**config.mk**
```make
export PLATFORM = sky130hd
export DESIGN_NAME = script_source_lexer
export DESIGN_NICKNAME = d
export VERILOG_FILES = /design/src/hdl/sslex_pkg.sv /design/src/hdl/sslex_core.sv /design/src/hdl/sslex_oq.sv /design/src/hdl/script_source_lexer.sv
export SDC_FILE = /design/constraint.sdc
export NUM_CORES = 1
export LEC_CHECK = 0
export CAP_MARGIN = 20
export CELL_PAD_IN_SITES_DETAIL_PLACEMENT = 0
export CELL_PAD_IN_SITES_GLOBAL_PLACEMENT = 1
export CORE_UTILIZATION = 35
export DETAILED_ROUTE_END_ITERATION = 12
export DONT_BUFFER_PORTS = 1
export PLACE_DENSITY_LB_ADDON = 0.1
export RECOVER_POWER = 25
export SLEW_MARGIN = 15
export SYNTH_ARGS = -nofsm -noshare
export SYNTH_HDL_FRONTEND = slang
export SYNTH_HIERARCHICAL = 1
export SYNTH_SLANG_ARGS = --single-unit
```
**constraint.sdc**
```tcl
create_clock -name i_clk -period 7.1 [get_ports i_clk]
set_input_delay 1.775 -clock i_clk [delete_from_list [all_inputs] [get_ports i_clk]]
set_output_delay 1.775 -clock i_clk [all_outputs]
set_load 0.02 [all_outputs]
```
**src/hdl/sslex_pkg.sv**
```systemverilog
// ----------------------------------------------------------------------------
// sslex_pkg
// Types, token kinds, keyword and operator tables of the source lexer.
// ----------------------------------------------------------------------------
package sslex_pkg;

    // Widths of offsets, lengths and the keyword buffer.
    localparam int OFFSET_BITS = 32;
    localparam int LENGTH_BITS = 16;
    localparam int KEYWORD_MAX = 8;
    localparam int KW_IDX_BITS = $clog2(KEYWORD_MAX);
    localparam logic [LENGTH_BITS-1:0] LEN_MAX = '1;

    // Token kinds.
    localparam logic [5:0] K_IDENT   = 6'd0;
    localparam logic [5:0] K_KW_BASE = 6'd1;
    localparam logic [5:0] K_INT     = 6'd8;
    localparam logic [5:0] K_FLOAT   = 6'd9;
    localparam logic [5:0] K_STRING  = 6'd10;
    localparam logic [5:0] K_OP_BASE = 6'd11;
    localparam logic [5:0] K_OTHER   = 6'd45;

    // Characters with a role of their own.
    localparam logic [7:0] CH_NUL   = 8'h00;
    localparam logic [7:0] CH_QUOTE = 8'h22;
    localparam logic [7:0] CH_DOT   = 8'h2E;
    localparam logic [7:0] CH_UNDER = 8'h5F;

    // Output queue geometry.
    localparam int OQ_DEPTH = 4;
    localparam int OQ_AW    = $clog2(OQ_DEPTH);
    localparam int OQ_CW    = $clog2(OQ_DEPTH + 1);

    // Keyword table: text left aligned, first character in the top byte.
    localparam int KW_COUNT = 7;
    localparam int KW_CHARS = 8;
    localparam int KW_BITS  = 8 * KW_CHARS;
    localparam logic [KW_BITS-1:0] KW_TEXT [KW_COUNT] = '{
        {"break", 24'h0}, "continue", {"else", 32'h0}, "function",
        {"if", 48'h0}, {"while", 24'h0}, {"return", 16'h0}
    };
    localparam int KW_LEN [KW_COUNT] = '{5, 8, 4, 8, 2, 5, 6};

    // Operator table, in kind order from K_OP_BASE.
    localparam int OP_COUNT = 34;
    localparam logic [23:0] OP_TEXT [OP_COUNT] = '{
        {"+", 16'h0}, {"++", 8'h0}, {"+=", 8'h0},
        {"-", 16'h0}, {"--", 8'h0}, {"-=", 8'h0},
        {"*", 16'h0}, {"*=", 8'h0}, {"**", 8'h0},
        {"/", 16'h0}, {"/=", 8'h0},
        {"%", 16'h0}, {"%=", 8'h0},
        {"&", 16'h0}, {"&&", 8'h0}, {"&=", 8'h0},
        {"|", 16'h0}, {"||", 8'h0}, {"|=", 8'h0},
        {"^", 16'h0}, {"^=", 8'h0},
        {"<", 16'h0}, {"<=", 8'h0}, {"<<", 8'h0}, "<<=",
        {">", 16'h0}, {">=", 8'h0}, {">>", 8'h0}, ">>=",
        {"=", 16'h0}, {"==", 8'h0},
        {"!", 16'h0}, {"!=", 8'h0},
        {"~", 16'h0}
    };
    localparam logic [1:0] OP_LEN [OP_COUNT] = '{
        2'd1, 2'd2, 2'd2, 2'd1, 2'd2, 2'd2, 2'd1, 2'd2, 2'd2, 2'd1, 2'd2,
        2'd1, 2'd2, 2'd1, 2'd2, 2'd2, 2'd1, 2'd2, 2'd2, 2'd1, 2'd2,
        2'd1, 2'd2, 2'd2, 2'd3, 2'd1, 2'd2, 2'd2, 2'd3, 2'd1, 2'd2,
        2'd1, 2'd2, 2'd1
    };

    typedef enum logic [2:0] {
        M_IDLE,
        M_WORD,
        M_INT,
        M_FRAC,
        M_STR,
        M_OP
    } t_mode;

    typedef logic [KEYWORD_MAX-1:0][7:0] t_word_buf;
    typedef logic [OQ_AW-1:0] t_oq_ptr;

    typedef struct packed {
        logic [7:0] source_byte;
        logic       end_of_source;
    } t_in_word;

    typedef struct packed {
        logic [5:0]             token_kind;
        logic [OFFSET_BITS-1:0] token_start;
        logic [LENGTH_BITS-1:0] token_length;
        logic [7:0]             other_code;
        logic                   source_done;
        logic                   last_of_run;
    } t_out_word;

    // Up to two tokens handed from the lexer core to the output queue.
    typedef struct packed {
        logic      push0;
        logic      push1;
        t_out_word word0;
        t_out_word word1;
    } t_push;

    function automatic logic is_letter(logic [7:0] c);
        return (c >= "a" && c <= "z") || (c >= "A" && c <= "Z");
    endfunction

    function automatic logic is_numeral(logic [7:0] c);
        return c >= "0" && c <= "9";
    endfunction

    function automatic logic is_space(logic [7:0] c);
        return c == " " || c == 8'h09 || c == 8'h0A || c == 8'h0D;
    endfunction

    // Kind of the operator spelled by the first n bytes of seq, or zero.
    function automatic logic [5:0] op_lookup(logic [23:0] seq, logic [1:0] n);
        logic [23:0] mask;
        logic [5:0]  k;
        case (n)
            2'd1:    mask = 24'hFF0000;
            2'd2:    mask = 24'hFFFF00;
            default: mask = 24'hFFFFFF;
        endcase
        k = 6'd0;
        for (int i = 0; i < OP_COUNT; i++) begin
            if (OP_LEN[i] == n && (seq & mask) == OP_TEXT[i]) begin
                k = 6'(int'(K_OP_BASE) + i);
            end
        end
        return k;
    endfunction

    // Keyword kind of a word of length len, or identifier.
    function automatic logic [5:0] word_kind(t_word_buf b, logic [LENGTH_BITS-1:0] len);
        logic [5:0] k;
        logic       hit;
        k = K_IDENT;
        for (int i = 0; i < KW_COUNT; i++) begin
            hit = (len == LENGTH_BITS'(KW_LEN[i]));
            for (int j = 0; j < KW_CHARS; j++) begin
                if (j < KW_LEN[i] && b[j] != KW_TEXT[i][KW_BITS-1-8*j -: 8]) begin
                    hit = 1'b0;
                end
            end
            if (hit) begin
                k = 6'(int'(K_KW_BASE) + i);
            end
        end
        return k;
    endfunction

endpackage

```
**src/hdl/sslex_core.sv**
```systemverilog
// ----------------------------------------------------------------------------
// sslex_core
// Lexer state and the per-byte decision: closes, extends and opens tokens.
// ----------------------------------------------------------------------------
module sslex_core (
    input  logic               i_clk,
    input  logic               i_rst_n,
    input  logic               i_step,
    input  sslex_pkg::t_in_word i_word,
    output sslex_pkg::t_push    o_push
);
    import sslex_pkg::*;

    t_mode                  r_mode,    n_mode;
    logic [OFFSET_BITS-1:0] r_scan,    n_scan;
    logic [OFFSET_BITS-1:0] r_start,   n_start;
    logic [LENGTH_BITS-1:0] r_run,     n_run;
    logic [5:0]             r_kind,    n_kind;
    logic                   r_stopped, n_stopped;
    t_word_buf              r_buf,     n_buf;
    logic [1:0][7:0]        r_pre,     n_pre;

    logic [7:0]             c;
    logic [LENGTH_BITS-1:0] run_inc;
    logic [5:0]             op_one;
    logic [5:0]             op_more;
    logic [5:0]             old_kind;
    logic [5:0]             eos_kind;
    logic                   close_old;
    logic                   start_new;
    logic                   v0, v1;
    t_out_word              w0, w1;

    function automatic t_out_word make_tok(logic [5:0] kind, logic [OFFSET_BITS-1:0] start,
                                           logic [LENGTH_BITS-1:0] len, logic [7:0] code);
        t_out_word w;
        w.token_kind   = kind;
        w.token_start  = start;
        w.token_length = len;
        w.other_code   = code;
        w.source_done  = 1'b0;
        w.last_of_run  = 1'b0;
        return w;
    endfunction

    // Control state.
    always_ff @(posedge i_clk) begin
        if (!i_rst_n) begin
            r_mode    <= M_IDLE;
            r_scan    <= '0;
            r_start   <= '0;
            r_run     <= '0;
            r_kind    <= K_IDENT;
            r_stopped <= 1'b0;
        end else if (i_step) begin
            r_mode    <= n_mode;
            r_scan    <= n_scan;
            r_start   <= n_start;
            r_run     <= n_run;
            r_kind    <= n_kind;
            r_stopped <= n_stopped;
        end
    end

    // Word and operator text of the open token.
    always_ff @(posedge i_clk) begin
        if (i_step) begin
            r_buf <= n_buf;
            r_pre <= n_pre;
        end
    end

    // Helper terms for the decision below.
    assign c        = i_word.source_byte;
    assign run_inc  = (r_run == LEN_MAX) ? r_run : r_run + LENGTH_BITS'(1);
    assign op_one   = op_lookup({c, 16'h0}, 2'd1);
    assign op_more  = (r_run <= LENGTH_BITS'(2))
                    ? op_lookup({r_pre[0], (r_run == LENGTH_BITS'(2)) ? r_pre[1] : c, c},
                                r_run[1:0] + 2'd1)
                    : 6'd0;
    assign old_kind = (r_mode == M_WORD) ? word_kind(r_buf, r_run) : r_kind;

    // Next state and the tokens caused by this byte.
    always_comb begin
        n_mode    = r_mode;
        n_scan    = r_scan;
        n_start   = r_start;
        n_run     = r_run;
        n_kind    = r_kind;
        n_stopped = r_stopped;
        n_buf     = r_buf;
        n_pre     = r_pre;
        close_old = 1'b0;
        start_new = 1'b0;
        eos_kind  = K_IDENT;
        v0        = 1'b0;
        v1        = 1'b0;
        w0        = '0;
        w1        = '0;

        if (!r_stopped) begin
            if (c == CH_NUL) begin
                // A NUL closes any open token and ends the source.
                if (r_mode != M_IDLE) begin
                    w0 = make_tok(old_kind, r_start, r_run, 8'h00);
                    v0 = 1'b1;
                end
                n_mode    = M_IDLE;
                n_stopped = 1'b1;
            end else begin
                // Try to extend the open token.
                unique case (r_mode)
                    M_WORD: begin
                        if (is_letter(c) || is_numeral(c) || c == CH_UNDER) begin
                            if (r_run < LENGTH_BITS'(KEYWORD_MAX)) begin
                                n_buf[r_run[KW_IDX_BITS-1:0]] = c;
                            end
                            n_run = run_inc;
                        end else begin
                            close_old = 1'b1;
                        end
                    end
                    M_INT: begin
                        if (is_numeral(c)) begin
                            n_run = run_inc;
                        end else if (c == CH_DOT) begin
                            n_run  = run_inc;
                            n_mode = M_FRAC;
                            n_kind = K_FLOAT;
                        end else begin
                            close_old = 1'b1;
                        end
                    end
                    M_FRAC: begin
                        if (is_numeral(c)) begin
                            n_run = run_inc;
                        end else begin
                            close_old = 1'b1;
                        end
                    end
                    M_STR: begin
                        n_run = run_inc;
                        if (c == CH_QUOTE) begin
                            w0     = make_tok(r_kind, r_start, run_inc, 8'h00);
                            v0     = 1'b1;
                            n_mode = M_IDLE;
                        end
                    end
                    M_OP: begin
                        if (op_more != 6'd0) begin
                            if (r_run == LENGTH_BITS'(1)) begin
                                n_pre[1] = c;
                            end
                            n_kind = op_more;
                            n_run  = run_inc;
                        end else begin
                            close_old = 1'b1;
                        end
                    end
                    M_IDLE: begin
                        start_new = 1'b1;
                    end
                    default: begin
                        start_new = 1'b1;
                    end
                endcase

                // The byte that cannot extend a token closes it.
                if (close_old) begin
                    w0        = make_tok(old_kind, r_start, r_run, 8'h00);
                    v0        = 1'b1;
                    n_mode    = M_IDLE;
                    start_new = 1'b1;
                end

                // Open a new token from this byte.
                if (start_new && !is_space(c)) begin
                    n_start  = r_scan;
                    n_run    = LENGTH_BITS'(1);
                    n_buf[0] = c;
                    n_pre[0] = c;
                    if (is_letter(c) || c == CH_UNDER) begin
                        n_mode = M_WORD;
                        n_kind = K_IDENT;
                    end else if (is_numeral(c)) begin
                        n_mode = M_INT;
                        n_kind = K_INT;
                    end else if (c == CH_QUOTE) begin
                        n_mode = M_STR;
                        n_kind = K_STRING;
                    end else if (op_one != 6'd0) begin
                        n_mode = M_OP;
                        n_kind = op_one;
                    end else begin
                        n_start = r_start;
                        n_run   = r_run;
                        n_mode  = M_IDLE;
                        if (!v0) begin
                            w0 = make_tok(K_OTHER, r_scan, LENGTH_BITS'(1), c);
                            v0 = 1'b1;
                        end else begin
                            w1 = make_tok(K_OTHER, r_scan, LENGTH_BITS'(1), c);
                            v1 = 1'b1;
                        end
                    end
                end

                n_scan = r_scan + OFFSET_BITS'(1);

                // The last byte closes whatever is still open.
                if (i_word.end_of_source) begin
                    eos_kind = (n_mode == M_WORD) ? word_kind(n_buf, n_run) : n_kind;
                    if (n_mode != M_IDLE) begin
                        if (!v0) begin
                            w0 = make_tok(eos_kind, n_start, n_run, 8'h00);
                            v0 = 1'b1;
                        end else begin
                            w1 = make_tok(eos_kind, n_start, n_run, 8'h00);
                            v1 = 1'b1;
                        end
                    end
                    n_mode    = M_IDLE;
                    n_stopped = 1'b1;
                end
            end
        end

        // Flags common to all tokens of this byte.
        w0.source_done = n_stopped;
        w1.source_done = n_stopped;
        w0.last_of_run = !v1;
        w1.last_of_run = 1'b1;
    end

    assign o_push.push0 = i_step && v0;
    assign o_push.push1 = i_step && v1;
    assign o_push.word0 = w0;
    assign o_push.word1 = w1;

endmodule

```
**src/hdl/sslex_oq.sv**
```systemverilog
// ----------------------------------------------------------------------------
// sslex_oq
// Output queue: takes up to two tokens a cycle, hands out one per cycle while the consumer is ready.
// ----------------------------------------------------------------------------
module sslex_oq (
    input  logic                i_clk,
    input  logic                i_rst_n,
    input  sslex_pkg::t_push    i_push,
    output logic                o_room,
    output logic                o_valid,
    input  logic                i_ready,
    output sslex_pkg::t_out_word o_word
);
    import sslex_pkg::*;

    t_out_word          r_mem [OQ_DEPTH];
    t_oq_ptr            r_head, n_head;
    t_oq_ptr            r_tail, n_tail;
    logic [OQ_CW-1:0]   r_count, n_count;
    t_oq_ptr            tail_next;
    logic               pop;

    assign tail_next = r_tail + t_oq_ptr'(1);
    assign pop       = o_valid && i_ready;
    assign o_valid   = (r_count != '0);
    assign o_word    = r_mem[r_head];
    assign o_room    = (r_count <= OQ_CW'(OQ_DEPTH - 2));

    // Pointer and fill count updates.
    always_comb begin
        n_head  = pop ? r_head + t_oq_ptr'(1) : r_head;
        n_tail  = r_tail;
        n_count = r_count - OQ_CW'(pop);
        if (i_push.push0) begin
            n_tail  = tail_next;
            n_count = n_count + OQ_CW'(1);
        end
        if (i_push.push1) begin
            n_tail  = r_tail + t_oq_ptr'(2);
            n_count = n_count + OQ_CW'(1);
        end
    end

    always_ff @(posedge i_clk) begin
        if (!i_rst_n) begin
            r_head  <= '0;
            r_tail  <= '0;
            r_count <= '0;
        end else begin
            r_head  <= n_head;
            r_tail  <= n_tail;
            r_count <= n_count;
        end
    end

    // Entry storage.
    always_ff @(posedge i_clk) begin
        if (i_push.push0) begin
            r_mem[r_tail] <= i_push.word0;
        end
        if (i_push.push1) begin
            r_mem[tail_next] <= i_push.word1;
        end
    end

endmodule

```
**src/hdl/script_source_lexer.sv**
```systemverilog
// ----------------------------------------------------------------------------
// script_source_lexer
// Maximal-munch source lexer: one byte in, zero to two tokens out.
// ----------------------------------------------------------------------------
// The block takes one source byte per cycle and emits tokens as kind, start
// offset and length, each token one output word. A token is written into the
// output queue as the byte that closes it is taken; a byte that closes one
// token and opens a one-character token, or closes two at the last byte,
// yields two words. Input is accepted whenever the four-entry output queue
// has room for two words, so the byte rate is one per cycle as long as the
// consumer takes one word per cycle and bytes average at most one token;
// the single read port of that queue sets the output to one word per cycle.
// A NUL byte or a byte flagged as end of source ends tokenizing; every later
// byte is taken and dropped until reset.
module script_source_lexer (
    input  logic                 i_clk,
    input  logic                 i_rst_n,
    input  logic                 i_in_valid,
    output logic                 o_in_ready,
    input  sslex_pkg::t_in_word  i_in_word,
    output logic                 o_out_valid,
    input  logic                 i_out_ready,
    output sslex_pkg::t_out_word o_out_word
);
    import sslex_pkg::*;

    t_push push;
    logic  step;

    assign step = i_in_valid && o_in_ready;

    sslex_core u_core (
        .i_clk   (i_clk),
        .i_rst_n (i_rst_n),
        .i_step  (step),
        .i_word  (i_in_word),
        .o_push  (push)
    );

    sslex_oq u_oq (
        .i_clk   (i_clk),
        .i_rst_n (i_rst_n),
        .i_push  (push),
        .o_room  (o_in_ready),
        .o_valid (o_out_valid),
        .i_ready (i_out_ready),
        .o_word  (o_out_word)
    );

endmodule

```
# After elaboration in Yosys (flattened, before gate mapping)
# Memories as Yosys holds them, arrays and structs flattened. A register that Yosys moved wholly into a read port is not among the register bits.
# Index checks and enable logic that the tools add are counted.
# totals
input_bits,13
output_inout_bits,66
mem_bits_rw,256
elab_cells,551
memories,1
regBits,177
# classes
n_addsub,9
order_cmp,11
eq_ne,149
muxes,295
n_reduce_logical,64
bitwise,3
# memory_table
memory,words,word_bits,rd,rd_ports_with_merged_regs,write_ports,line,text
u_oq.r_mem,4,64,1,1,2,sslex_oq.sv:16,t_out_word r_mem [OQ_DEPTH];
# op_table
op,n
$mux W64,31
$eq A24 B22 Y1 const B,28
$ne A8 B7 Y1 const B,72
$mux W6,62
$mux W16,13
$mux W32,5
$mux W1,145
$eq A24 B23 Y1 const B,6
$eq A8 B6 Y1 const B,13
$eq A16 B3 Y1 const B,6
$pmux W16 S5,1
$bwmux W64,1
$mux W3,19
$logic_and A1 B1 Y1,43
$mux W8,5
$add A32 B1 Y32 const B,1
$eq A16 B2 Y1 const B,2
$eq A16 B4 Y1 const B,2
$eq A8 B7 Y1 const B,4
$pmux W16 S2,1
$and A24 B24 Y24,1
$demux W8 S3,1
$eq A8 B4 Y1 const B,3
$add A16 B1 Y16 const B,1
39 further kinds,65

# Logic depth before layout (Yosys ltp)
# Gate-level depths: netlist (run 1).
# logic_depth
ltp_word,77
ltp_mapped,26
ltp_nobuf,19

# Hierarchy
# Netlist (run 1), hierarchy kept.
# by_module_without_submodules
module,cells_per_inst,seq_area_each_um2,instances,area_per_inst_um2
sslex_oq,683,7867.5,1,13814.5
sslex_core,1805,4204.0,1,13741.9
script_source_lexer,1,0.0,1,6.3

# Least setup slack after synthesis (run 1)
# No wires, ideal clock.
# synth_timing
kind,input-to-reg
startpoint,in i_in_word[5] in the netlist's numbering
endpoint,mem u_oq/r_mem[0][0] in the netlist's numbering (enable)
n_path_buf,6
path_stages,22
arrival_time_ns,6.917
path_slack_ns,-0.241
setup_time_ns,0.424
required_time_ns,6.676
path_cell_list,clkbuf_1 nand2_1 or3_1 mux2_4 a2111oi_4 nor4b_2 and3_1 buf_6 or3_1 buf_2 o31a_1 a21boi_2 nand2_1 nand2_1 nand2_1 inv_2 and2_1 buf_6 nand2_4 buf_12 buf_12 nand2_1
# synth_lines
element,line,text
start: declaration,script_source_lexer.sv:20,"input sslex_pkg::t_in_word i_in_word,"
end: declaration,sslex_oq.sv:16,

==> summary.md, run 1 <==
| Metric | Value |
|---|---|
| Synth Area in Adders | `0.7263%` |
| Fin. Hold Viols | `0` |
| Yosys Warn Count | `6` |
| Post-DP HPWL | `64,850 µm` |
| Min Tclk post-route | `6.449 ns` |
| Slew Viols, Final | `39` |
| Die Height | `282.6 µm` |
| Async S/R FF share, synth | `0%` |
| Synth Area in Compound Gates | `10.60%` |
| Routed vias/inst | `5.760` |
| Ports | `79` |
| Largest family of logic cells by synthesized area | `multiplexers` |
| CTS buffer count | `54` |
| First-pass GRT wire length | `138,400 µm` |
| Gr usage total | `23.51%` |
| Grt total ovfl | `0` |
| Post-synth EDFFs | `roughly 340` |
| Final ANT Viol Nets | `0` |
| Vias in the first global route | `20,280` |
| Worst-Skew Late Latency | `0.63 ns` |
| Crit path max fanout | `31` |
| Hold slack | `0.4651 ns` |
| Layout cells sized above 1 | `21.04%` |
| TritonRoute pass-1 iters | `5` |
| F_max | `155.1 MHz` |
| Nets | `2,493` |
| Dpl ws | `between 0.4 and 0.5 ns` |
| Status | `finished with violations` |
| Clk buf depth | `3` |
| Most used DFF post-synth | `edfxtp_1` |
| Starting Density | `35.46%` |
| Syn_area_per_cell | `roughly 11 µm²` |
| Design area | `30,210 µm²` |
| Worst Path Arrival | `6.95 ns` |
| # hold bufs at CTS | `0` |
| Failing checks | `max-capacitance violations, max-slew violations` |
| CP endpoint kind | `flop` |
| H-tree Lvls | `2` |
| Synth Area in Simple Gates | `17.17%` |
| Worst min path class | `reg -> reg` |
| Vias | `20,440` |
| Critical path type | `in -> reg` |
| CTS root buf | `clkbuf_16` |
| Post-Synth XOR/XNOR Area | `between 1.5 and 2%` |
| Tcrit/Tclk final | `90.83%` |
| Leak | `10.73 nW` |
| Worst Max-Slew Pin Slew | `2.758 ns` |
| Ant. Diodes | `0` |
| Hold Crit Endpoint | `u_core/r_start[3]` |
| Mapped Cells | `~2,500` |
| Largest net degree at the start of global routing | `77` |
| CTS sink cnt | `435` |
| Core area | `roughly 80,000 µm²` |
| Distinct cells, synth | `just over 100` |
| Utilization after layout | `38.87%` |
| Total Wirelength | `between 90,000 and 100,000 µm` |
| Hold path depth | `2` |
| Setup TNS | `0 ns` |
| Post-CTS Setup Inserts | `0` |
| Post-synthesis mux area share | `20.90%` |
| Setup slack, reg-to-reg | `0.74 ns` |
| Post-Route Skew | `0.04631 ns` |
| RR Endpoint | `u_oq/r_mem[3][58]` |
| DRT iter0 DRCs | `1,483` |
| Die Footprint | `79,880 µm²` |
| Worst-case reg-to-reg path depth | `17` |
| #FFs+latches synth | `435` |
| Initial antenna violation count | `0` |
| Unrepaired setup endpoints after global routing | `false` |
| Remaining DRCs | `0` |
| Setup crit start kind | `input port` |
| Rel. slew slack | `-84.14%` |
| Routability congestion estimate | `0.8714` |
| DP Area | `28,610 µm²` |
| Die width | `282.6 µm` |
| Core Rows | `102` |
| Maximum VDD drop | `about 0.19 mV` |
| Area grow syn2layout | `9.605%` |
| Req. time, crit path | `7.60 ns` |
| Pwr Density | `262.3 nW/µm²` |
| Final setup vio count | `0` |
| Cell Area, Synth | `27,560 µm²` |
| Hold path start | `u_core/r_start[3]` |
| Post-cts resize count | `0` |
| CTS tree | `done` |
| IO Port Bufs | `0` |
| Crit path setup slack, layout | `0.6511 ns` |
| CTS clock-pin slew for the worst setup and hold paths | `0.06 ns` |
| Reg2reg start | `u_core/r_run[0]` |
| Register area share after synthesis | `43.80%` |
| Wirelength per Cell | `26.79 µm` |
| Max-Cap Viols | `1` |
worst max-delay path: stages:
cell and delay, ns:
nor2b_1 0.26, o21ai_0 0.22, o21ai_0 0.94, nand4_1 0.73, o21ai_0 0.74, nand4b_1 0.28, or4b_2 0.69, nor3_1 0.22
and4_1 0.26, nand4_1 0.10, and3b_1 0.22, nor3_1 0.19, buf_4 0.16, mux2_2 0.14
cell families (layout without fill, tap and decap cells):
logic type	count (synthesis)	after routing
other	2	16
flip-flops	435	435
adder cells (fa/ha/maj)	16	16
multiplexers	390	390
buffers and inverters	241	247
XOR/XNOR	50	50
AND/OR/NAND/NOR	902	902
AO/OA/AOI/OAI	453	453
power breakdown:
group,internal [mW],switching [mW]
logic,0.735,1.30
clock network,1.48,1.12
registers,3.07,0.212
total,5.29,2.64
area by class of cell:
type	count	area, µm²
Inverter	41	155.1
Clock inverter	27	198.9
Tap cell	1040	1301
Sequential cell	435	12070
Clock buffer	74	1468
Multi-Input combinational cell	1827	14180
Fill cell	7559	47510
Timing Repair Buffer	105	832.0
state kept, by name, summed over array words and instances (netlist names), named ones only:
name and flops:
u_core/r_scan 32, u_oq/r_mem 256, u_core/r_start 32, u_core/r_kind 6
u_oq/r_count 3, u_oq/r_tail 2, u_core/r_mode 3, u_oq/r_head 2
u_core/r_run 16, u_core/r_stopped 1, u_core/r_pre 16, u_core/r_buf 64
synth_stat cells, types with 36 or more instances:
| cell type | count | share of area [%] |
|---|---|---|
| nand2_1 | 212 | 2.9 |
| nand4_1 | 37 | 0.84 |
| mux4_1 | 36 | 3.4 |
| and2_1 | 51 | 1.2 |
| a221oi_1 | 36 | 1.1 |
| o21ai_0 | 108 | 2.0 |
| mux2_4 | 148 | 8.1 |
| nor3_1 | 98 | 1.8 |
| inv_1 | 37 | 0.50 |
| edfxtp_1 | 336 | 37 |
| nor2_1 | 198 | 2.7 |
| clkbuf_1 | 100 | 1.4 |
| mux2_2 | 144 | 5.9 |
| nand3_1 | 59 | 1.1 |
| a21oi_1 | 135 | 2.5 |
| nor4_1 | 42 | 0.95 |
| dfxtp_1 | 99 | 7.2 |
cells in the final DEF (no fill, tap or decap), drive strengths merged, types with 10 or more instances in the layout:
master,n
and2,51
nor2,198
conb,16
a211oi,27
nand2b,33
dfxtp,99
xnor2,19
edfxtp,336
o31ai,10
clkbuf,91
a221oi,36
mux2i,33
o21ai,120
mux4,64
nand4,38
mux2,293
inv,40
nor4b,13
buf,88
nor4,45
nand2,217
clkinv,25
nor3,98
xor2,30
nand4b,20
a31oi,11
nor2b,15
and3,29
nand3b,15
nand3,60
ha,16
or3,18
a22oi,14
a21oi,137
routing by layer:
layer	track usage [%]	vias to the layer above	wire length, µm
met5	0	-	0
met4	8.912	0	3596
met1	29.18	10260	40060
met2	40.90	567	46830
li1	-	9445	-
met3	3.593	175	4587
how the worst max path moves through the flow:
stage                        endpoint            start  cells after the start
finish              u_oq/r_mem[3][59]     i_in_word[7]                     14
global route        u_oq/r_mem[3][58]  u_core/r_run[0]                     17
CTS                 u_oq/r_mem[2][10]  u_core/r_run[0]                     19
detailed placement  u_oq/r_mem[2][10]     i_in_word[2]                     16
global placement    u_oq/r_mem[3][59]     i_in_word[7]                     15
floorplan            u_oq/r_mem[0][0]     i_in_word[5]                     22
metrics by stage:
stage	instances	total power, mW
after global routing	3549	8.271
final	3549	7.923
after global placement	3447	5.381
after floorplan	2503	4.769
after detailed placement	3447	5.401
after CTS	3548	8.049
Note: power is estimated with default switching activity, not from simulation.
==> run 2, diff against run 1 <==
--- a/config.mk
+++ b/config.mk
@@ -5,12 +5,13 @@
 export SDC_FILE = /design/constraint.sdc
 export NUM_CORES = 1
 export LEC_CHECK = 0
+export BUFFER_PORTS_ARGS = -buffer_cell sky130_fd_sc_hd__buf_2
 export CAP_MARGIN = 20
 export CELL_PAD_IN_SITES_DETAIL_PLACEMENT = 0
 export CELL_PAD_IN_SITES_GLOBAL_PLACEMENT = 1
 export CORE_UTILIZATION = 35
 export DETAILED_ROUTE_END_ITERATION = 12
-export DONT_BUFFER_PORTS = 1
+export HOLD_SLACK_MARGIN = 0.15
 export PLACE_DENSITY_LB_ADDON = 0.1
 export RECOVER_POWER = 25
 export SLEW_MARGIN = 15
==> summary.md, run 2 (synthesis results as in run 1) <==
| Metric | Value |
|---|---|
| Worst min path class | `reg -> reg` |
| Tcrit/Tclk final | `95.86% (+5.0 points)` |
| Largest net degree at the start of global routing | `79 (+2.6%)` |
| # hold bufs at CTS | `0 (unchanged)` |
| Starting Density | `35.46% (unchanged)` |
| CTS tree | `done` |
| Remaining DRCs | `0 (unchanged)` |
| Post-Route Skew | `0.04629 ns (-0.00001270 ns)` |
| RR Endpoint | `u_oq/r_mem[0][35]` |
| Max-Cap Viols | `2 (+1)` |
| Ports | `79 (unchanged)` |
| Hold path depth | `2 (unchanged)` |
| Wirelength per Cell | `26.22 µm (-2.1%)` |
| Post-cts resize count | `0 (unchanged)` |
| Die Height | `282.6 µm (unchanged)` |
| Routed vias/inst | `5.719 (-0.71%)` |
| Rel. slew slack | `-106.5% (-22 points)` |
| Worst path bufs/invs | `3 (+2)` |
| Status | `finished with violations` |
| Worst-case reg-to-reg path depth | `16 (-1)` |
| Biggest regs | `u_oq/r_mem x256, u_core/r_buf x64` |
| Slowest CP cell | `nand4_1` |
| CP endpoint kind | `flop` |
| CTS clock-pin slew for the worst setup and hold paths | `0.06 ns (about the same)` |
| CTS root buf | `clkbuf_16` |
| Min Tclk post-route | `6.806 ns (+0.3570 ns)` |
| Setup slack, reg-to-reg | `0.89 ns (+0.15 ns)` |
| Hold Crit Endpoint | `u_core/r_start[1]` |
| Initial antenna violation count | `3 (+3)` |
| Core area | `77,720 µm² (unchanged)` |
| Clk buf depth | `3 (unchanged)` |
| Layout cells sized above 1 | `23.09% (+2.1 points)` |
| Largest reg by FF count | `u_oq/r_mem` |
| DRT iter0 DRCs | `1,597 (+7.7%)` |
| CTS sink cnt | `435 (unchanged)` |
| Critical path type | `in -> reg` |
| Setup crit start kind | `input port` |
| Failing checks | `max-capacitance violations, max-slew violations` |
| Core Rows | `102 (unchanged)` |
| Die Footprint | `79,880 µm² (unchanged)` |
| Nets | `2,596 (+4.1%)` |
| Req. time, crit path | `7.59 ns (about the same)` |
| Grt total ovfl | `0 (unchanged)` |
| Pwr Density | `268.1 nW/µm² (+2.2%)` |
| TritonRoute pass-1 iters | `5 (unchanged)` |
| Crit path largest cell delay | `0.65 ns (-0.29 ns)` |
| Fill cell count | `7,568 (+0.12%)` |
| Worst-Skew Late Latency | `0.63 ns (about the same)` |
| Final setup vio count | `0 (unchanged)` |
| Delay-heaviest family, CP | `simple AND/OR/NAND/NOR gates` |
| Leak | `11.11 nW (+3.6%)` |
| Commonest non-fill, non-tap cells in the layout | `edfxtp_1 (336), nand2_1 (207), nor2_1 (197)` |
| CTS buffer count | `54 (unchanged)` |
| Vias | `20,890 (+2.2%)` |
| IO Port Bufs | `78 (+78)` |
| Most common cell after layout, fill and taps aside | `edfxtp_1` |
| Final ANT Viol Nets | `0 (unchanged)` |
| Die width | `282.6 µm (unchanged)` |
| Worst Max-Slew Pin Slew | `3.097 ns (+0.3386 ns)` |
| H-tree Lvls | `2 (unchanged)` |
| Total Wirelength | `95,760 µm (+0.72%)` |
| Hold slack | `0.4685 ns (+0.003457 ns)` |
| First-pass GRT wire length | `141,500 µm (+2.3%)` |
| F_max | `146.9 MHz (-5.2%)` |
| Post-CTS Setup Inserts | `0 (unchanged)` |
| Area grow syn2layout | `12.07%` |
| Vias in the first global route | `20,970 (+3.4%)` |
| Unrepaired setup endpoints after global routing | `false` |
| Slew Viols, Final | `119 (+210%)` |
| Gr usage total | `23.83% (+0.32 points)` |
| Fin. Hold Viols | `0 (unchanged)` |
| Hold path start | `u_core/r_start[1]` |
| Crit path max fanout | `12 (-61%)` |
| Reg2reg start | `u_core/r_run[8]` |
| Setup TNS | `0 ns (unchanged)` |
| Cells along the critical path | `clkbuf_1 -> nand4bb_1 -> buf_4 -> or2_2 -> o21ai_1 -> nand4_1 -> mux2i_1 -> inv_1 -> or4_1 -> nor4_1 -> nand4b_1 -> o22ai_1 -> a31oi_1 -> o2bb2ai_1 -> a21oi_1 -> mux2_2` |
| Largest register FFs | `256 (unchanged)` |
| Worst Path Arrival | `7.29 ns (+0.34 ns)` |
| CP Depth | `16 (+2)` |
| Post-DP HPWL | `66,990 µm (+3.3%)` |
| Maximum VDD drop | `0.1967 mV (+6.3%)` |
| Routability congestion estimate | `0.9279 (+6.5%)` |
-- run 2: cell types whose count changed in the layout (fill, tap and decap cells not counted), moves of 3 or more --
cell and change:
clkbuf_1 +30, clkinv_1 -3, buf_2 +41, bufinv_16 +4
buf_4 +24
-- run 2: cell type report --
type / instances / area (µm²) / area share, %
diodes: 1 / 2.502 / 0.008101
clock buffers: 66 / 1416 / 4.585
clock inverters: 34 / 361.6 / 1.171
inverters: 41 / 155.1 / 0.5023
multi-input cells: 1827 / 14190 / 45.95
flip-flops and latches: 435 / 12070 / 39.08
well taps: 1040 / 1301 / 4.213
repair buffers: 208 / 1386 / 4.488
-- run 2: per-layer routing --
metal  track usage, %  vias up  routed length [µm]
li1                 -     9680                   -
met1            30.78    10540               41800
met2            41.62      511               47340
met3            2.544      155                3741
met4            7.346        0                2875
met5                0        -                   0
-- run 2: power by group --
part	internal [mW]	switching (mW)
registers	3.07	0.221
logic	0.854	1.37
clock network	1.61	1.15
total	5.54	2.74
-- run 2: how the worst max path moves through the flow --
stage | from | endpoint | slack [ns]
6_report | i_in_word[6] | u_oq/r_mem[3][60] | 0.29
3_3_place_gp | i_in_word[7] | u_oq/r_mem[3][60] | -0.34
4_1_cts | i_in_word[7] | u_oq/r_mem[2][60] | 0.35
5_1_grt | i_in_word[6] | u_oq/r_mem[0][35] | 0.02
3_5_place_dp | i_in_word[7] | u_oq/r_mem[1][60] | -0.29
2_1_floorplan | i_in_word[5] | u_oq/r_mem[0][0] | 0.39
-- run 2: worst reg2reg max path, delay by kind of cell, from the launching register on --
family,cells,cell delay [ns]
and+or+nand+nor,7,2.82
buffers and inverters,4,0.89
muxes,1,0.29
DFF,1,0.30
AOI/OAI and AO/OA,4,1.76
-- run 2: stage by stage --
stage / power, mW / cell area [µm²] / setup slack, ns / instances / util (%)
2_1_floorplan: 4.769 / 27630 / 0.3878 / 2503 / -
3_3_place_gp: 5.609 / 29220 / -0.3402 / 3550 / 37.59
3_5_place_dp: 5.623 / 29220 / -0.2931 / 3551 / 37.60
4_1_cts: 8.430 / 31000 / 0.3534 / 3651 / 39.89
5_1_grt: 8.664 / 30890 / 0.01792 / 3651 / 39.74
6_report: 8.280 / 30890 / 0.2941 / 3652 / 39.74
==> run 3, diff against run 2 <==
--- a/config.mk
+++ b/config.mk
@@ -5,11 +5,13 @@
 export SDC_FILE = /design/constraint.sdc
 export NUM_CORES = 1
 export LEC_CHECK = 0
+export ABC_AREA = 1
 export BUFFER_PORTS_ARGS = -buffer_cell sky130_fd_sc_hd__buf_2
 export CAP_MARGIN = 20
 export CELL_PAD_IN_SITES_DETAIL_PLACEMENT = 0
 export CELL_PAD_IN_SITES_GLOBAL_PLACEMENT = 1
 export CORE_UTILIZATION = 35
+export CTS_CLUSTER_SIZE = 25
 export DETAILED_ROUTE_END_ITERATION = 12
 export HOLD_SLACK_MARGIN = 0.15
 export PLACE_DENSITY_LB_ADDON = 0.1
==> summary.md, run 3 <==
| Metric | Value |
|---|---|
| Min Tclk post-route | `6.512 ns (-0.2935 ns)` |
| Crit path largest cell delay | `1.69 ns (+1.04 ns)` |
| Starting Density | `35.50% (+0.036 points)` |
| Crit path setup slack, layout | `0.5876 ns (+0.2935 ns)` |
| IO Port Bufs | `78 (unchanged)` |
| Post-synth EDFFs | `336 (unchanged)` |
| Largest net degree at the start of global routing | `113 (+43%)` |
| Hold slack | `0.4941 ns (+0.02558 ns)` |
| Vias in the first global route | `24,590 (+17%)` |
| H-tree Lvls | `2 (unchanged)` |
| Synth top area cells | `edfxtp_1 (36%), o21ai_0 (11%), nand2_1 (9.7%)` |
| Commonest non-fill, non-tap cells in the layout | `nand2_1 (721), o21ai_0 (639), inv_1 (438)` |
| Die width | `285.5 µm (+1.0%)` |
| Layout cells sized above 1 | `7.424% (-16 points)` |
| Async S/R FF share, synth | `0% (unchanged)` |
| Post-Route Skew | `0.03920 ns (-0.007088 ns)` |
| Delay-heaviest family, CP | `buffers and inverters` |
| Fin. Hold Viols | `0 (unchanged)` |
| Ports | `79 (unchanged)` |
| Synth Area in Adders | `0.7115% (-0.015 points)` |
| Core Rows | `103 (+0.98%)` |
| Failing checks | `max-capacitance violations, max-slew violations` |
| Sequential Area | `12,070 µm² (unchanged)` |
| Nets | `3,850 (+48%)` |
| Routability congestion estimate | `0.9144 (-1.5%)` |
| Post-synthesis mux area share | `0.07115% (-21 points)` |
| CTS sink cnt | `435 (unchanged)` |
| Post-CTS Setup Inserts | `0 (unchanged)` |
| Worst min path class | `reg -> reg` |
| Max-Cap Viols | `4 (+2)` |
| Maximum VDD drop | `0.1854 mV (-5.8%)` |
| Setup crit start kind | `input port` |
| Most common cell after layout, fill and taps aside | `nand2_1` |
| Initial antenna violation count | `2 (-1)` |
| Unrepaired setup endpoints after global routing | `false` |
| Leak | `11.73 nW (+5.6%)` |
| DRT iter0 DRCs | `2,264 (+42%)` |
| # hold bufs at CTS | `0 (unchanged)` |
| Dpl ws | `0.4684 ns (+0.7615 ns)` |
| Final setup vio count | `0 (unchanged)` |
| First-pass GRT wire length | `157,000 µm (+11%)` |
| CP endpoint kind | `flop` |
| Final ANT Viol Nets | `0 (unchanged)` |
| TritonRoute pass-1 iters | `6 (+1)` |
| Most used DFF post-synth | `edfxtp_1` |
| Biggest regs | `u_oq/r_mem x256, u_core/r_buf x64` |
| CTS buffer count | `54 (unchanged)` |
| Grt met3 use | `2.974% (+0.43 points)` |
| Tcrit/Tclk final | `91.72% (-4.1 points)` |
| Yosys top cell area share | `35.86% (-0.75 points)` |
| Die Footprint | `81,520 µm² (+2.1%)` |
| Met2 Track Usage GR | `39.52% (-2.1 points)` |
| Status | `finished with violations` |
| Met1 Use GR | `36.91% (+6.1 points)` |
| Routed vias/inst | `5.360 (-6.3%)` |
| CTS tree | `done` |
| Post-cts resize count | `0 (unchanged)` |
| Synth Area in Simple Gates | `23.87% (+6.7 points)` |
| Core area | `79,260 µm² (+2.0%)` |
| Gr usage total | `25.11% (+1.3 points)` |
| Die Height | `285.5 µm (+1.0%)` |
| Worst-Skew Late Latency | `0.63 ns (about the same)` |
| Remaining DRCs | `0 (unchanged)` |
| Fill cell count | `8,384 (+11%)` |
| Worst Max-Slew Pin Slew | `2.627 ns (-0.4703 ns)` |
| Vias | `26,350 (+26%)` |
| Syn_area_per_cell | `7.360 µm² (-34%)` |
| Cells along the critical path | `clkbuf_1 -> nor2_1 -> nand2_1 -> nor2_1 -> buf_4 -> inv_1 -> nand2_1 -> clkbuf_1 -> nor2_1 -> o22ai_2 -> buf_4 -> nor2_1 -> buf_4 -> nand2_4 -> buf_12 -> o21ai_0` |
| CP dominant cell by count | `nor2_1` |
| Largest register FFs | `256 (unchanged)` |
| Req. time, crit path | `7.42 ns (-0.17 ns)` |
| Largest family of logic cells by synthesized area | `simple AND/OR/NAND/NOR gates` |
| Worst Path Arrival | `6.84 ns (-0.45 ns)` |
| Total power | `9.782 mW (+18%)` |
| Non-filler instance count after layout | `4,916 (+35%)` |
| F_max | `153.6 MHz (+4.5%)` |
| Rel. slew slack | `-75.10% (+31 points)` |
| Grt total ovfl | `0 (unchanged)` |
| Cell taking the most area after synthesis | `edfxtp_1` |
| Setup TNS | `0 ns (unchanged)` |
| Multi-input logic area | `13,050 µm² (-8.0%)` |
| CTS clock-pin slew for the worst setup and hold paths | `0.05 ns (about the same)` |
| Post-Synth XOR/XNOR Area | `0.3424% (-1.3 points)` |
| Global routing's busiest layer | `met2` |
| Pwr Density | `314.6 nW/µm² (+17%)` |
| Post-DP HPWL | `71,500 µm (+6.7%)` |
| Crit path max fanout | `112 (+100)` |
| Largest reg by FF count | `u_oq/r_mem` |
| Clk buf depth | `3 (unchanged)` |
| Total Wirelength | `104,400 µm (+9.0%)` |
| Register area share after synthesis | `42.90% (-0.89 points)` |
| Yosys Warn Count | `6 (unchanged)` |
| Wirelength per Cell | `21.23 µm (-19%)` |
| Slew Viols, Final | `209 (+76%)` |
| Synth Area in Compound Gates | `21.05% (+10 points)` |
| CTS root buf | `clkbuf_16` |
| Synth cell count leaders | `nand2_1 (724), o21ai_0 (627), inv_1 (438), nor2_1 (438), edfxtp_1 (336)` |
| Area grow syn2layout | `10.50%` |
| Mapped Cells | `3,823 (+54%)` |
| Distinct cells, synth | `67 (-34%)` |
| Top-count cell post-synth | `nand2_1` |
| Slowest CP cell | `clkbuf_1` |
| #FFs+latches synth | `435 (unchanged)` |
| Critical path type | `in -> reg` |
| Placed cells | `4,814 (+36%)` |
| Worst path bufs/invs | `7 (+4)` |
| Cell Area, Synth | `28,140 µm² (+2.1%)` |
| Ant. Diodes | `0 (-1)` |
[run 3: cell count changes after synthesis, sizes merged, moves of 31 or more]
cell / change
mux4: -64
nor2: +259
mux2: -293
mux2i: -31
inv: +412
a221oi: -33
o21ai: +621
o22ai: +63
nand2b: -33
nand3: +92
nand2: +522
and2: -48
[run 3: final timing paths]
path / end / startpoint / slack (ns) / cells past startpoint
max reg2reg: u_oq/r_mem[0][21] / u_core/r_run[1] / 1.02 / 30
max: u_oq/r_mem[0][48] / i_in_word[3] / 0.59 / 16
min: flop / u_oq/r_head[1] / 0.49 / 2
min reg2reg: flop / u_oq/r_head[1] / 0.49 / 2
[run 3: worst register-to-register path: cells and delay by family (launching register included)]
| family | cells | cell delay, ns |
|---|---|---|
| AO/OA/AOI/OAI | 6 | 1.34 |
| adder cells (fa/ha/maj) | 1 | 0.31 |
| buffers and inverters | 3 | 0.83 |
| flip-flops | 1 | 0.63 |
| AND/OR/NAND/NOR | 20 | 2.75 |
[run 3: where the power goes]
| part | switching (mW) | internal, mW | total, mW |
|---|---|---|---|
| logic | 2.54 | 0.925 | 3.46 |
| registers | 0.306 | 3.32 | 3.62 |
| clock network | 1.14 | 1.56 | 2.70 |
| total | 3.98 | 5.80 | 9.78 |
[run 3: cell families (layout without fill, tap and decap cells)]
kind of cell,Yosys count,after routing
compound gates,1087,1087
xor+xnor,11,11
fa+ha+maj,16,16
buf+inv,704,733
flops,435,435
mux,2,2
other cells,2,16
simple gates,1566,1566
[run 3: metrics by stage]
stage,instance area [µm²],utilization (%)
finish,31090,39.23
global route,31090,39.23
CTS,31160,39.32
detailed placement,29440,37.15
global placement,29440,37.15
floorplan,28190,-
[run 3: routing by layer]
| layer | vias up | share of wire (%) |
|---|---|---|
| li1 | 13040 | - |
| met1 | 12350 | 48 |
| met2 | 863 | 44 |
| met3 | 97 | 6.0 |
| met4 | 2 | 1.6 |
| met5 | - | 0.012 |
[run 3: area by class of cell]
class	instances	area share [%]
multi-input combinational	2698	41.98
inverter	465	5.626
clock inverter	24	0.7848
timing repair buffer	167	3.799
tap	1050	4.226
sequential	435	38.83
clock buffer	77	4.753
